==> src/hdl/dhkt_ram.sv <==
// Generic simple dual-port RAM with registered read.
module dhkt_ram #(
	parameter int WIDTH = 8,
	parameter int DEPTH = 16
) (
	input  logic                     clk,
	input  logic                     we,
	input  logic [$clog2(DEPTH)-1:0] waddr,
	input  logic [WIDTH-1:0]         wdata,
	input  logic [$clog2(DEPTH)-1:0] raddr,
	output logic [WIDTH-1:0]         rdata
);
	logic [WIDTH-1:0] mem [DEPTH];

	always_ff @(posedge clk) begin
		if (we)
			mem[waddr] <= wdata;
		rdata <= mem[raddr];
	end
endmodule

==> config.mk <==
export PLATFORM = sky130hd
export DESIGN_NAME = dhkt_ram
export DESIGN_NICKNAME = d
export VERILOG_FILES = /design/src/hdl/dhkt_ram.sv
export SDC_FILE = /design/constraint.sdc
export NUM_CORES = 1
export LEC_CHECK = 0
export BUFFER_PORTS_ARGS = -buffer_cell sky130_fd_sc_hd__buf_2
export CAP_MARGIN = 0
export CORE_ASPECT_RATIO = 1.75
export CORE_MARGIN = 2
export CORE_UTILIZATION = 30
export DETAILED_ROUTE_END_ITERATION = 12
export PLACE_DENSITY = 0.44
export SLEW_MARGIN = 5
export SYNTH_ARGS = -nofsm -noshare
export SYNTH_HDL_FRONTEND = slang
export SYNTH_SLANG_ARGS = --single-unit
==> constraint.sdc <==
create_clock -name clk -period 1.9 [get_ports clk]
set_input_delay 0.19 -clock clk [delete_from_list [all_inputs] [get_ports clk]]
set_output_delay 0.19 -clock clk [all_outputs]
set_load 0.01 [all_outputs]
Word-level counts from Yosys, hierarchy flattened
Memory sizes are Yosys's and may differ from the RTL's. A register that Yosys moved wholly into a read port is not among the register bits.
Index checks and enable logic that the tools add are counted.
W data, S select, Z words.
{"block": "classes", "muxes": 2}
{"cell": "$mux W1", "n": 2}
{"block": "totals", "input_bits": 18, "reg_bits": 0, "word_cells": 3, "out_inout_bits": 8, "n_memories": 1, "mem_bits_rw": 128}
{"name": "mem", "depth": 16, "word_bits": 8, "rd": 1, "rd_clocked_by_memory_dff": 1, "write_ports": 1, "line": "13", "text": "logic [WIDTH-1:0] mem [DEPTH];"}

Logic depth before layout (Yosys ltp)
{"block": "logic_depth", "depth_word": 2, "ltp_mapped": 5, "mapped_depth_nobuf": 3}

Worst setup path before layout
No wires, ideal clock.
{"block": "synth_timing", "kind": "in2reg", "startpoint": "input waddr[2]", "endpoint": "memory mem[0][0] (enable)", "setup_ps": 383, "t_arrival_ps": 1300, "stages": 2, "path_slack_ps": 217, "n_path_buf": 0, "t_required_ps": 1517, "path_cell_list": "or3b_2 > nor3_1"}
{"item": "start, declared", "line": "8", "text": "input logic [$clog2(DEPTH)-1:0] waddr,"}
{"item": "end, declared", "line": "13"}
Straight into the memory's write port.

==> impl_metrics.py <==
metrics = {
    "timing": {
        "final_min_period_over_clock_period_pct": 72.3,
        "unrepaired_setup_endpoints_after_global_routing": "no",
        "achievable_frequency_mhz": 728,
        "worstMarginPinSlew_ns": 0.444,
        "timing.setup.tns_ns": 0,
        "slew_headroom_pct": 70.3,
        "slew_viol_final": 0,
        "timing.final.hold_violations": 0,
        "hold_ws_ns": 0.172,
        "final_skew_ns": 0.00618,
        "setup-violations-final": 0,
        "final_period_demand_of_the_worst_path_ns": 1.37,
    },
    "worst_setup_path": {
        "critical_path.top_delay_family": "multiplexers",
        "slowest_delay_ns": 0.51,
        "timing.critical_path.from_type": "flop",
        "setup.worst_path.end_class": "flop",
        "critical_path_class": "flop to flop",
        "critPathMaxFanout": 1,
        "critical_path_arrival_ns": 1.66,
        "timing.critical_path.slowest_stage_cell": "sky130_fd_sc_hd__mux4_1",
        "crit_path_cell_trace": "mux4_1 -> a22oi_1 -> nand2_1",
        "worst_ep_required_ns": 2.18,
        "worstPathBufferInverterCount": 0,
    },
    "detailed_routing": {
        "postRouteWirelength_um": 10900,
        "routedWlPerCell_um": 20.8,
        "initialDrtViolationCount": 77,
        "detailroute.via_count": 2440,
        "dr.pass1.iters": 6,
        "final_antenna_net_count": 0,
        "drcViolationCount": 0,
        "post_drt_via_cell_ratio": 4.64,
    },
    "floorplanning": {
        "fp-row-count": 63,
        "core_box_area_um2": 16900,
        "die-area_um2": 18300,
        "i_o_pin_total": 26,
        "floorplan.die.width_um": 103,
        "initial_cell_density_of_the_core_pct": 30.5,
        "die_h_um": 177,
    },
    "global_route": {
        "grt_overflow": 0,
        "maximum_number_of_pins_on_one_net_before_global_route_repair": 24,
        "grt_antenna_before_repair": 0,
        "grt_pass1_vias": 2584,
        "grt_pass1_wl_um": 16300,
        "grt_util_all_layers_pct": 13.0,
    },
    "pwr": {
        "power_leakage_nw": 2.12,
        "clockPowerShare_pct": 47.7,
        "power_switching_mw": 1.41,
        "internal_power_mw": 5.67,
        "power.density_nw_per_um2": 1130,
        "power_switching_share_pct": 19.9,
        "combinationalPowerShare_pct": 4.6,
        "peak_supply_drop_uv": 495,
        "share_seq_of_total_power_pct": 47.7,
    },
    "clock_tree": {
        "post_cts_hold_fix_bufs": 0,
        "clkSlewWorstSetupHoldPaths_ns": 0.06,
        "cts-buffers-inserted": 17,
        "clkSinkCount": 136,
        "cts-root-to-sink-buffers": 2,
        "post-cts-setup-buffers": 0,
        "worst_skew_pair.late_latency_ns": 0.40,
        "cts_repair_resize_count": 0,
        "cts.root.buffer_cell": "sky130_fd_sc_hd__clkbuf_16",
        "cts_tree": "done",
        "cts.htree.levels": 4,
    },
    "yosys": {
        "synth_largest_area_cell": "sky130_fd_sc_hd__edfxtp_1",
        "mappedNetlistNets": 247,
        "postSynthCellCount": 229,
        "ys.warnings.count": 0,
        "ys_seq_elements": 136,
        "yosysSeqAreaShare_pct": 77.8,
        "yosysUniqueCellTypes": 19,
        "synth_area_per_cell_um2": 22.5,
        "synth.cell_area_um2": 5150,
        "ys_top_cells_by_area": "sky130_fd_sc_hd__edfxtp_1 (75%), sky130_fd_sc_hd__mux4_2 (7.9%), sky130_fd_sc_hd__mux4_1 (7.1%)",
        "synth_top_cell_area_share_pct": 74.7,
    },
    "finish": {
        "multiInputGateArea_um2": 1060,
        "num-nets-final": 305,
        "fin_util_pct": 37.2,
        "fillerInstances": 1598,
        "share_of_post_route_cells_with_drive_strength_above_1_pct": 32.1,
        "antenna-diode-count": 0,
        "sequential_cell_area_um2": 4000,
        "area_growth_syn_to_layout_pct": 22.0,
    },
    "placed_design": {
        "gp_congestion": 0.757,
        "numPortBuffers": 25,
        "detailed_place_hpwl_um": 7550,
    },
    "job": {
        "drv_cap": 0,
    },
    "hold_path": {
        "worstHoldPathType": "input pin to flop",
    },
    "run_status": {
        "run_status": "finished, final reports clean",
    },
}
## area by class of cell
| type | instances | share of cell area (%) |
|---|---|---|
| tap | 227 | 4.52 |
| multi-input combinational | 83 | 16.8 |
| sequential | 136 | 63.7 |
| clock buffer | 17 | 6.77 |
| timing repair buffer | 49 | 5.26 |
| clock inverter | 14 | 2.89 |
## registers in the layout (all words and copies together), names as in the netlist
signal / cells
rdata: 8
mem: 128
## final timing paths
kind	start	to	slack [ns]	cells after the start
setup reg to reg	mem[1][0]	rdata[0]	0.53	3
hold / removal	wdata[3]	mem[14][3]	0.17	1
hold reg to reg	mem[15][4]	rdata[4]	0.68	3
setup / recovery	mem[1][0]	rdata[0]	0.53	3
## per-layer routing
metal | global-route usage (%) | share of wire [%] | routed length [um] | vias up
li1 | - | - | - | 1086
met1 | 14.4 | 39 | 4230 | 1302
met2 | 23.5 | 57 | 6280 | 42
met3 | 3.08 | 2.6 | 281 | 10
met4 | 5.15 | 1.4 | 149 | 0
met5 | 0 | 0 | 0 | -
## worst register-to-register path, delay by kind of cell, from the launching register on
kind	cells	cell delay [ns]
flops	1	0.35
compound gates	1	0.28
mux	1	0.51
simple gates	1	0.11
## metrics by stage
step                area, um2  power (mW)  instances  worst slack, ns
floorplan                5150        3.61        229            0.217
global placement         5680        3.77        495            0.199
detailed placement       5680        3.78        495            0.204
CTS                      6280        7.15        526            0.476
global route             6280        7.28        526            0.432
finish                   6280        7.07        526            0.527
## power by group through the flow
stage | logic [mW] | registers (mW) | clock network [mW]
after global placement | 0.333 | 3.44 | 0
after detailed placement | 0.337 | 3.44 | 0
after CTS | 0.337 | 3.38 | 3.43
after floorplan | 0.170 | 3.44 | 0
after global routing | 0.358 | 3.38 | 3.55
final | 0.327 | 3.38 | 3.37
## logic make-up (layout without fill, tap and decap cells)
family	count (synthesis)	count (layout)	share of synthesized area (%)
AOI/OAI and AO/OA	16	16	2.33
buffers and inverters	10	80	1.68
DFF	136	136	77.8
muxes	32	32	15.0
and+or+nand+nor	35	35	3.18
## cell usage in the layout, fill, tap and decap left out, types with 2 or more instances in the layout
| cell | n |
|---|---|
| sky130_fd_sc_hd__nand2b_1 | 2 |
| sky130_fd_sc_hd__clkinv_1 | 3 |
| sky130_fd_sc_hd__clkbuf_16 | 17 |
| sky130_fd_sc_hd__nor3_1 | 4 |
| sky130_fd_sc_hd__buf_4 | 22 |
| sky130_fd_sc_hd__mux4_2 | 18 |
| sky130_fd_sc_hd__dfxtp_1 | 8 |
| sky130_fd_sc_hd__clkinvlp_4 | 3 |
| sky130_fd_sc_hd__nor2_1 | 13 |
| sky130_fd_sc_hd__mux4_1 | 14 |
| sky130_fd_sc_hd__nand2_1 | 9 |
| sky130_fd_sc_hd__buf_12 | 2 |
| sky130_fd_sc_hd__edfxtp_1 | 128 |
| sky130_fd_sc_hd__nand3b_1 | 2 |
| sky130_fd_sc_hd__bufinv_16 | 4 |
| sky130_fd_sc_hd__buf_2 | 25 |
| sky130_fd_sc_hd__a22oi_1 | 16 |
| sky130_fd_sc_hd__clkinv_2 | 2 |
## cell usage after synthesis (all sizes together)
cell type and number:
clkdlybuf4s25 3, nor2b 1, nand3b 2, or3b 1, edfxtp 128, and2 1, nand2 9, nand3 1
nor3 4, and2b 1, buf 7, a22oi 16, mux4 32, nor2 13, dfxtp 8, nand2b 2
No activity file was read; power rests on OpenSTA's default activity.
