$ cat src/hdl/dhkt_pkg.sv
// Shared constants, codes and types of the double hash key table.
package dhkt_pkg;
	localparam int TABLE_SIZE = 1031;
	localparam int KEY_BYTES = 8;
	localparam int SLOT_AW = $clog2(TABLE_SIZE);
	localparam int BYTE_IW = $clog2(KEY_BYTES);
	localparam int STEP_MOD = 17;
	localparam int STEP_W = $clog2(STEP_MOD + 1);

	typedef logic [SLOT_AW-1:0] slot_addr_t;

	typedef enum logic [1:0] {
		SLOT_EMPTY = 2'd0,
		SLOT_USED  = 2'd1,
		SLOT_TOMB  = 2'd2
	} slot_code_t;

	typedef enum logic [1:0] {
		FUNC_DEFINE = 2'd0,
		FUNC_SET    = 2'd1,
		FUNC_LOOKUP = 2'd2,
		FUNC_DELETE = 2'd3
	} func_code_t;

	typedef enum logic [1:0] {
		ST_OK        = 2'd0,
		ST_PRESENT   = 2'd1,
		ST_NOT_FOUND = 2'd2,
		ST_FULL      = 2'd3
	} status_code_t;

	typedef struct packed {
		logic [1:0]  state;
		logic [63:0] key;
		logic [3:0]  key_length;
		logic [31:0] value;
	} slot_entry_t;

	localparam int ENTRY_W = $bits(slot_entry_t);

	typedef struct packed {
		slot_addr_t home;
		slot_addr_t step;
	} hash_res_t;
endpackage

$ cat src/hdl/dhkt_hash.sv
// Byte-serial double hash with reciprocal-multiply reduction to home slot and step.
module dhkt_hash (
	input  logic                                  clk,
	input  logic                                  arst_n,
	input  logic                                  start,
	input  logic [dhkt_pkg::KEY_BYTES-1:0][7:0]   key,
	input  logic [3:0]                            key_length,
	output logic                                  done,
	output dhkt_pkg::hash_res_t                   res
);
	import dhkt_pkg::*;

	// divisors sit in (2^(W-1), 2^W), so each reciprocal fits 32 bits and the quotient
	// estimate is never more than one low
	localparam int HOME_SH = 31 + SLOT_AW;
	localparam int STEP_SH = 31 + STEP_W;
	localparam logic [31:0] HOME_RECIP = 32'((64'd1 << HOME_SH) / 64'(TABLE_SIZE));
	localparam logic [31:0] STEP_RECIP = 32'((64'd1 << STEP_SH) / 64'(STEP_MOD));

	typedef enum logic [4:0] {
		H_IDLE = 5'b00001,
		H_BYTE = 5'b00010,
		H_MUL  = 5'b00100,
		H_SUB  = 5'b01000,
		H_FIX  = 5'b10000
	} hstate_t;

	hstate_t                      state_q;
	logic [KEY_BYTES-1:0][7:0]    key_q;
	logic [3:0]                   len_q;
	logic [3:0]                   cnt_q;
	logic [31:0]                  h1_q, h2_q;
	logic [63:0]                  p1_q, p2_q;
	logic [SLOT_AW:0]             t1_q;
	logic [STEP_W:0]              t2_q;
	logic                         done_q;
	hash_res_t                    res_q;

	logic [31:0]         c, h1_sum, h2_sum, d1, d2;
	logic [SLOT_AW:0]    f1;
	logic [STEP_W:0]     f2;
	logic [STEP_W-1:0]   step_c;

	always_comb begin
		c = {24'd0, key_q[cnt_q[BYTE_IW-1:0]]};
		h1_sum = h1_q + c + (c << 17);
		h2_sum = h2_q + c + (c << 13);
		// remainder from the quotient estimate, below twice the divisor
		d1 = h1_q - 32'(p1_q[63:HOME_SH]) * 32'(TABLE_SIZE);
		d2 = h2_q - 32'(p2_q[63:STEP_SH]) * 32'(STEP_MOD);
		f1 = t1_q;
		if (t1_q >= (SLOT_AW+1)'(TABLE_SIZE))
			f1 = t1_q - (SLOT_AW+1)'(TABLE_SIZE);
		f2 = t2_q;
		if (t2_q >= (STEP_W+1)'(STEP_MOD))
			f2 = t2_q - (STEP_W+1)'(STEP_MOD);
		step_c = STEP_W'(STEP_MOD) - f2[STEP_W-1:0];
	end

	always_ff @(posedge clk or negedge arst_n) begin
		if (!arst_n) begin
			state_q <= H_IDLE;
			done_q <= 1'b0;
		end else begin
			done_q <= 1'b0;
			unique case (state_q)
				H_IDLE: begin
					if (start)
						state_q <= H_BYTE;
				end
				H_BYTE: begin
					if (cnt_q == len_q)
						state_q <= H_MUL;
				end
				H_MUL: state_q <= H_SUB;
				H_SUB: state_q <= H_FIX;
				H_FIX: begin
					state_q <= H_IDLE;
					done_q <= 1'b1;
				end
				default: state_q <= H_IDLE;
			endcase
		end
	end

	always_ff @(posedge clk) begin
		case (state_q)
			H_IDLE: begin
				key_q <= key;
				len_q <= key_length;
				cnt_q <= '0;
				h1_q <= '0;
				h2_q <= '0;
			end
			H_BYTE: begin
				if (cnt_q != len_q) begin
					cnt_q <= cnt_q + 4'd1;
					h1_q <= h1_sum ^ (h1_sum >> 2);
					h2_q <= h2_sum ^ (h2_sum >> 3);
				end
			end
			H_MUL: begin
				p1_q <= 64'(h1_q) * 64'(HOME_RECIP);
				p2_q <= 64'(h2_q) * 64'(STEP_RECIP);
			end
			H_SUB: begin
				t1_q <= d1[SLOT_AW:0];
				t2_q <= d2[STEP_W:0];
			end
			H_FIX: begin
				res_q.home <= f1[SLOT_AW-1:0];
				res_q.step <= SLOT_AW'(step_c);
			end
			default: ;
		endcase
	end

	assign done = done_q;
	assign res = res_q;
endmodule

$ cat config.mk
export PLATFORM = sky130hd
export DESIGN_NAME = dhkt_hash
export DESIGN_NICKNAME = d
export VERILOG_FILES = /design/src/hdl/dhkt_pkg.sv /design/src/hdl/dhkt_hash.sv
export SDC_FILE = /design/constraint.sdc
export NUM_CORES = 2
export LEC_CHECK = 0
export BUFFER_PORTS_ARGS = -buffer_cell sky130_fd_sc_hd__buf_2
export CAP_MARGIN = 10
export CORE_MARGIN = 3
export CORE_UTILIZATION = 40
export CTS_BUF_LIST = sky130_fd_sc_hd__clkbuf_4 sky130_fd_sc_hd__clkbuf_8
export CTS_CLUSTER_SIZE = 12
export DETAILED_ROUTE_END_ITERATION = 10
export GPL_ROUTABILITY_DRIVEN = 0
export SETUP_SLACK_MARGIN = 0.02
export SLEW_MARGIN = 40
export SYNTH_ARGS = -nofsm -noshare
export SYNTH_HDL_FRONTEND = slang
export SYNTH_SLANG_ARGS = --single-unit
$ cat constraint.sdc
create_clock -name clk -period 13.3 [get_ports clk]
set_input_delay 1.33 -clock clk [delete_from_list [all_inputs] [get_ports clk]]
set_output_delay 1.33 -clock clk [all_outputs]
set_load 0.1 [all_outputs]
* Word level (Yosys, flattened, before mapping)
Cells that the tools add are included.
Widths: inputs -> output; s select.
** Word-level totals
- Register bits :: 300
- Input bits :: 71
- Output and inout port bits :: 23
- Word-level logic and storage cells :: 66
** Cells by class
- Reductions and logical operators :: 3
- Bitwise logic cells :: 2
- Order comparisons :: 3
- Add/sub/neg operators :: 10
- Multiply operators :: 4
- Mux-type cells :: 14
- Equal/unequal tests :: 10
** Operator list (number)
- $pmux 32 s2 :: 2
- $add 32x8->32 :: 2
- $mul 32x32->64 const B :: 1
- $mux 32 :: 2
- $mul 32x28->60 const B :: 1
- $add 32x21->32 :: 1
- $add 32x25->32 :: 1
- $xor 32x29->32 :: 1
- $xor 32x30->32 :: 1
- $mul 28x5->6 const B :: 1
- $bmux 8 s3 :: 1
- $mul 22x11->12 const B :: 1
- $pmux 5 s4 :: 1
- $mux 5 :: 3
- $ge 12x11->1 const B :: 1
- $sub 12x12->12 :: 1
- $mux 11 :: 1
- $sub 11x11->11 const B :: 1
- $mux 8 :: 1
- $pmux 4 s2 :: 1
- $ge 6x5->1 const B :: 1
- $ne 2x2->1 const B :: 3
- $sub 6x6->6 :: 1
- $eq 5x1->1 const B :: 1
- 14 further kinds :: 15

* Logic depth before layout (Yosys ltp)
- Word-level depth :: 7
- Gate-level depth with buffers :: 26
- Depth with buffers taken out :: 26

* Worst setup path after synthesis
OpenSTA, ideal clock, no wires.
- Kind :: register to register
- From :: register h1_q[3]
- To :: register p1_q[50], data pin
- Data arrival time :: 6.581 ns
- Period minus slack after synthesis :: 6.840 ns
- Slack :: 6.460 ns
- Cell stages (with the launch flop) :: 23
- Required time :: 13.041 ns
- Cells stage by stage :: edfxtp_1 inv_1 fa_1 inv_1 fa_1 fa_1 fa_1 fa_1 fa_1 fa_1 inv_1 fa_1 inv_1 ha_1 nand4_1 nor3_1 o211ai_1 a211oi_1 nor3_2 a21oi_1 o211a_1 o21ai_0 o31a_1
** Between the ends
- Cells in the longest elaborated chain, start to end :: 1
** RTL lines
- start, declared :: RTL line dhkt_hash.sv:32 : logic [31:0] h1_q, h2_q;
- start signal, assigned :: RTL line dhkt_hash.sv:98 : h1_q <= h1_sum ^ (h1_sum >> 2);
- $mul 32x32->64 :: RTL line dhkt_hash.sv:103 : p1_q <= 64'(h1_q) * 64'(HOME_RECIP);
- end signal, assigned :: RTL line dhkt_hash.sv:103
- end, declared :: RTL line dhkt_hash.sv:33 : logic [63:0] p1_q, p2_q;
No other way between the ends.
A chain may end at the register's enable or synchronous reset.

* Worst setup path after layout
- From :: register h1_q[4]
- To :: register p1_q[50], data pin
Same word-level chain as after synthesis.

==> out/metrics.csv <==
stage,metric,value,unit
placement,dp_hpwl,73700,um
global_routing,busiest_layer,met2,
timing,relSlewSlack,0.418,
critical_path,r2r_cells,22,
run,cap_viol_max_count,0,
drt,wire_per_inst,18.4,um
min_path,holdCritStartpoint,state_q[1]$_DFFE_PN0P_,
critical_path,cp_slowest_cell,edfxtp_1,
critical_path,arrival,8070,ps
min_path,hold_path_class,flip-flop to flip-flop,
timing,hold_viol,0,
cts,post-cts-setup-buffer-count,0,
floorplan,die_w,306,um
critical_path,cp-end-kind,flip-flop,
logic_synthesis,syn_inst,3330,
placement,io_buffers,87,
drt,first_pass_iters,5,
cts,cts-buffers-inserted,17,
drt,postRouteAntennaNets,0,
layout,synthToLayoutAreaGrowth,7.01,%
layout,nNetsFinal,4780,
global_routing,grt_util_met1,0.267,
cts,post_cts_resized,0,
critical_path,path_buf_inv,4,
global_routing,grt_use_met3,0.0398,
critical_path,cp_max_fo,13,
layout,drive_above_1_share,0.0584,
timing,finalSetupViolations,0,
cts,clockRootBuffer,clkbuf_8,
floorplan,io_pins,94,
cts,ctsHoldBuffers,0,
drt,drt_wl_total,85300,um
global_routing,grt_pass1_vias,24100,
critical_path,worstSetupStartpointType,flip-flop,
timing,worst_pin_slew,873,ps
floorplan,die_area,93400,um2
critical_path,crit_type,flip-flop to flip-flop,
logic_synthesis,async_reset_ff_frac,0.0309,
critical_path,r2r_end,p1_q[50]$_DFFE_PN_,
cts,cts_tree,built,
cts,numClockSinks,194,
logic_synthesis,synth-edff-count,188,
global_routing,use_met2,0.312,
logic_synthesis,yosys_warnings,0,
cts,clock_path_buffers,2,
global_routing,grt_use_total,0.193,
timing,fmax,129,MHz
timing,drv_slew,0,
critical_path,rr_startpoint,h1_q[4]$_SDFFCE_PP0P_,
cts,htreeDepth,4,
global_routing,grt_overflow,0,
placement,placed_area,37900,um2
critical_path,worstPathCellList,"inv_1, fa_1, inv_1, fa_1, fa_1, fa_1, fa_1, fa_1, fa_1, inv_1, fa_1, inv_1, ha_1, nand4_1, nor3_1, o211ai_1, a211oi_1, nor3_2, a21oi_1, o211a_1, o21ai_0, o31a_1",
layout,fillerInstances,8505,
drt,drc_errors,0,
logic_synthesis,ys_seq_area_frac,0.161,
critical_path,reg2reg_slack,5550,ps
drt,vias_per_cell,4.77,
floorplan,rows,109,
critical_path,worstPathRequired,13620,ps
floorplan,initial_core_util,0.405,
logic_synthesis,synth-seq-cells,194,
timing,rsz0062_at_grt,no,
cts,clk_pin_slew,130,ps
drt,drt_iter0_drc,1232,
critical_path,cp_top_family,adder cells,
layout,fin_area,38400,um2
timing,clock_skew,31.2,ps
global_routing,grt_pass1_wl,137000,um
timing,timing.final.crit_share,0.583,
drt,dr_total_vias,22100,
critical_path,crit_path_max_incr_delay,910,ps
floorplan,fp.dieH,306,um
timing,whs,550,ps
logic_synthesis,avgSynthCellArea,10.8,um2
min_path,worstHoldPathCells,1,
global_routing,grt_max_degree,71,
global_routing,antenna_found_initial,5,
floorplan,core-area,88600,um2
min_path,min_to,state_q[1]$_DFFE_PN0P_,
logic_synthesis,ys.flop_type,edfxtp_1,
critical_path,crit_top_cell,fa_1,
timing,finalCriticalPeriod,7750,ps
run_status,outcome,completed,
logic_synthesis,synth.distinct_cells,78,
cts,clock_latency,580,ps
logic_synthesis,syn_area,35900,um2
timing,setup-tns-final,0,ps
==> cells in the final DEF (no fill, tap or decap), drive strengths merged, types with 6 or more instances in the layout <==
master and n:
conb 6, inv 1082, a21o 38, a221oi 6, nand2 51, clkbuf 17
nor4 6, o31ai 6, mux4 16, edfxtp 188, mux2 8, and2 6
o21a 7, o21bai 12, xnor2 152, o211ai 7, nand4 10, o21ai 40
and3 12, nor2 112, fa 626, nor3 17, buf 116, nor2b 11
a31oi 6, xor2 62, clkinv 7, or3 12, a211oi 9, ha 637
nand3 29, a21oi 77
==> routing by layer <==
layer,vias up,wire length [um]
met5,-,0
met4,0,1820
met3,82,4450
met2,371,39500
met1,11100,39500
li1,10500,-
==> kinds of logic (layout without fill, tap and decap cells) <==
group,count (synthesis),in the layout,synth area share
compound gates,241,241,0.0464
simple gates,293,293,0.0395
flops,194,194,0.161
xor+xnor,214,214,0.0530
mux,25,25,0.0128
fa+ha+maj,1263,1263,0.571
other cells,1,10,0.000104
buf+inv,1099,1223,0.116
==> state kept, by name, summed over array words and instances, names as in the netlist <==
name,cells
cnt_q,4
done,1
h1_q,32
h2_q,32
key_q,64
len_q,4
p1_q,12
p2_q,6
res,16
state_q,5
t1_q,12
t2_q,6
==> final cells by class <==
| class | count | area, um2 | share of cell area |
|---|---|---|---|
| diodes | 4 | 10.0 | 0.000260 |
| repair buffers | 116 | 702 | 0.0183 |
| well taps | 1165 | 1460 | 0.0379 |
| multi-input cells | 2042 | 26000 | 0.677 |
| flip-flops and latches | 194 | 5800 | 0.151 |
| clock inverters | 15 | 180 | 0.00469 |
| inverters | 1075 | 4040 | 0.105 |
| clock buffers | 17 | 234 | 0.00609 |
==> worst max-delay path by stage <==
stage / start / to / slack [ps] / depth (start not counted)
after CTS: h1_q[4]$_SDFFCE_PP0P_ / p1_q[51]$_DFFE_PN_ / 5560 / 22
after global placement: h1_q[19]$_SDFFCE_PP0P_ / p1_q[52]$_DFFE_PN_ / 5620 / 22
after detailed placement: h1_q[4]$_SDFFCE_PP0P_ / p1_q[51]$_DFFE_PN_ / 5650 / 22
final: h1_q[4]$_SDFFCE_PP0P_ / p1_q[50]$_DFFE_PN_ / 5550 / 22
after floorplan: h1_q[3]$_SDFFCE_PP0P_ / p1_q[50]$_DFFE_PN_ / 6460 / 22
after global routing: h1_q[4]$_SDFFCE_PP0P_ / p1_q[50]$_DFFE_PN_ / 5170 / 22
==> through the flow <==
stage / setup WS, ps / util / cells
after global routing: 5170 / 0.433 / 4626
after CTS: 5560 / 0.433 / 4619
after global placement: 5620 / 0.427 / 4582
after floorplan: 6460 / - / 3335
after detailed placement: 5650 / 0.428 / 4587
final: 5550 / 0.433 / 4628
==> cell usage after synthesis, drive strengths merged, types with 3 or more instances <==
cell,n,share of area
mux2,8,0.0025
nand2,51,0.0053
and4,3,0.00073
and3,12,0.0021
edfxtp,188,0.16
a31oi,6,0.0015
a41oi,3,0.00073
o21bai,12,0.0025
nor3b,5,0.0010
a21oi,77,0.011
or3,12,0.0021
clkbuf,15,0.0016
o31ai,6,0.0018
inv,1075,0.11
xor2,62,0.015
dfrtp,5,0.0035
a221oi,6,0.0018
nand3b,4,0.00084
nor3,17,0.0025
o22ai,5,0.0010
o2111ai,3,0.00073
a211oi,9,0.0019
ha,637,0.22
o21a,7,0.0015
nor2,112,0.012
nor4,6,0.0010
o211ai,7,0.0017
nor2b,11,0.0019
o21ai,40,0.0056
a21o,38,0.0079
xnor2,152,0.038
nand3,29,0.0040
buf,9,0.0017
and2,6,0.0011
mux4,16,0.010
nand4,10,0.0017
a211o,3,0.00077
nand2b,5,0.00087
fa,626,0.35
Power is left out: the tool's default activity adds up to more than one toggle a clock period on the data nets, which glitch-free logic cannot reach.
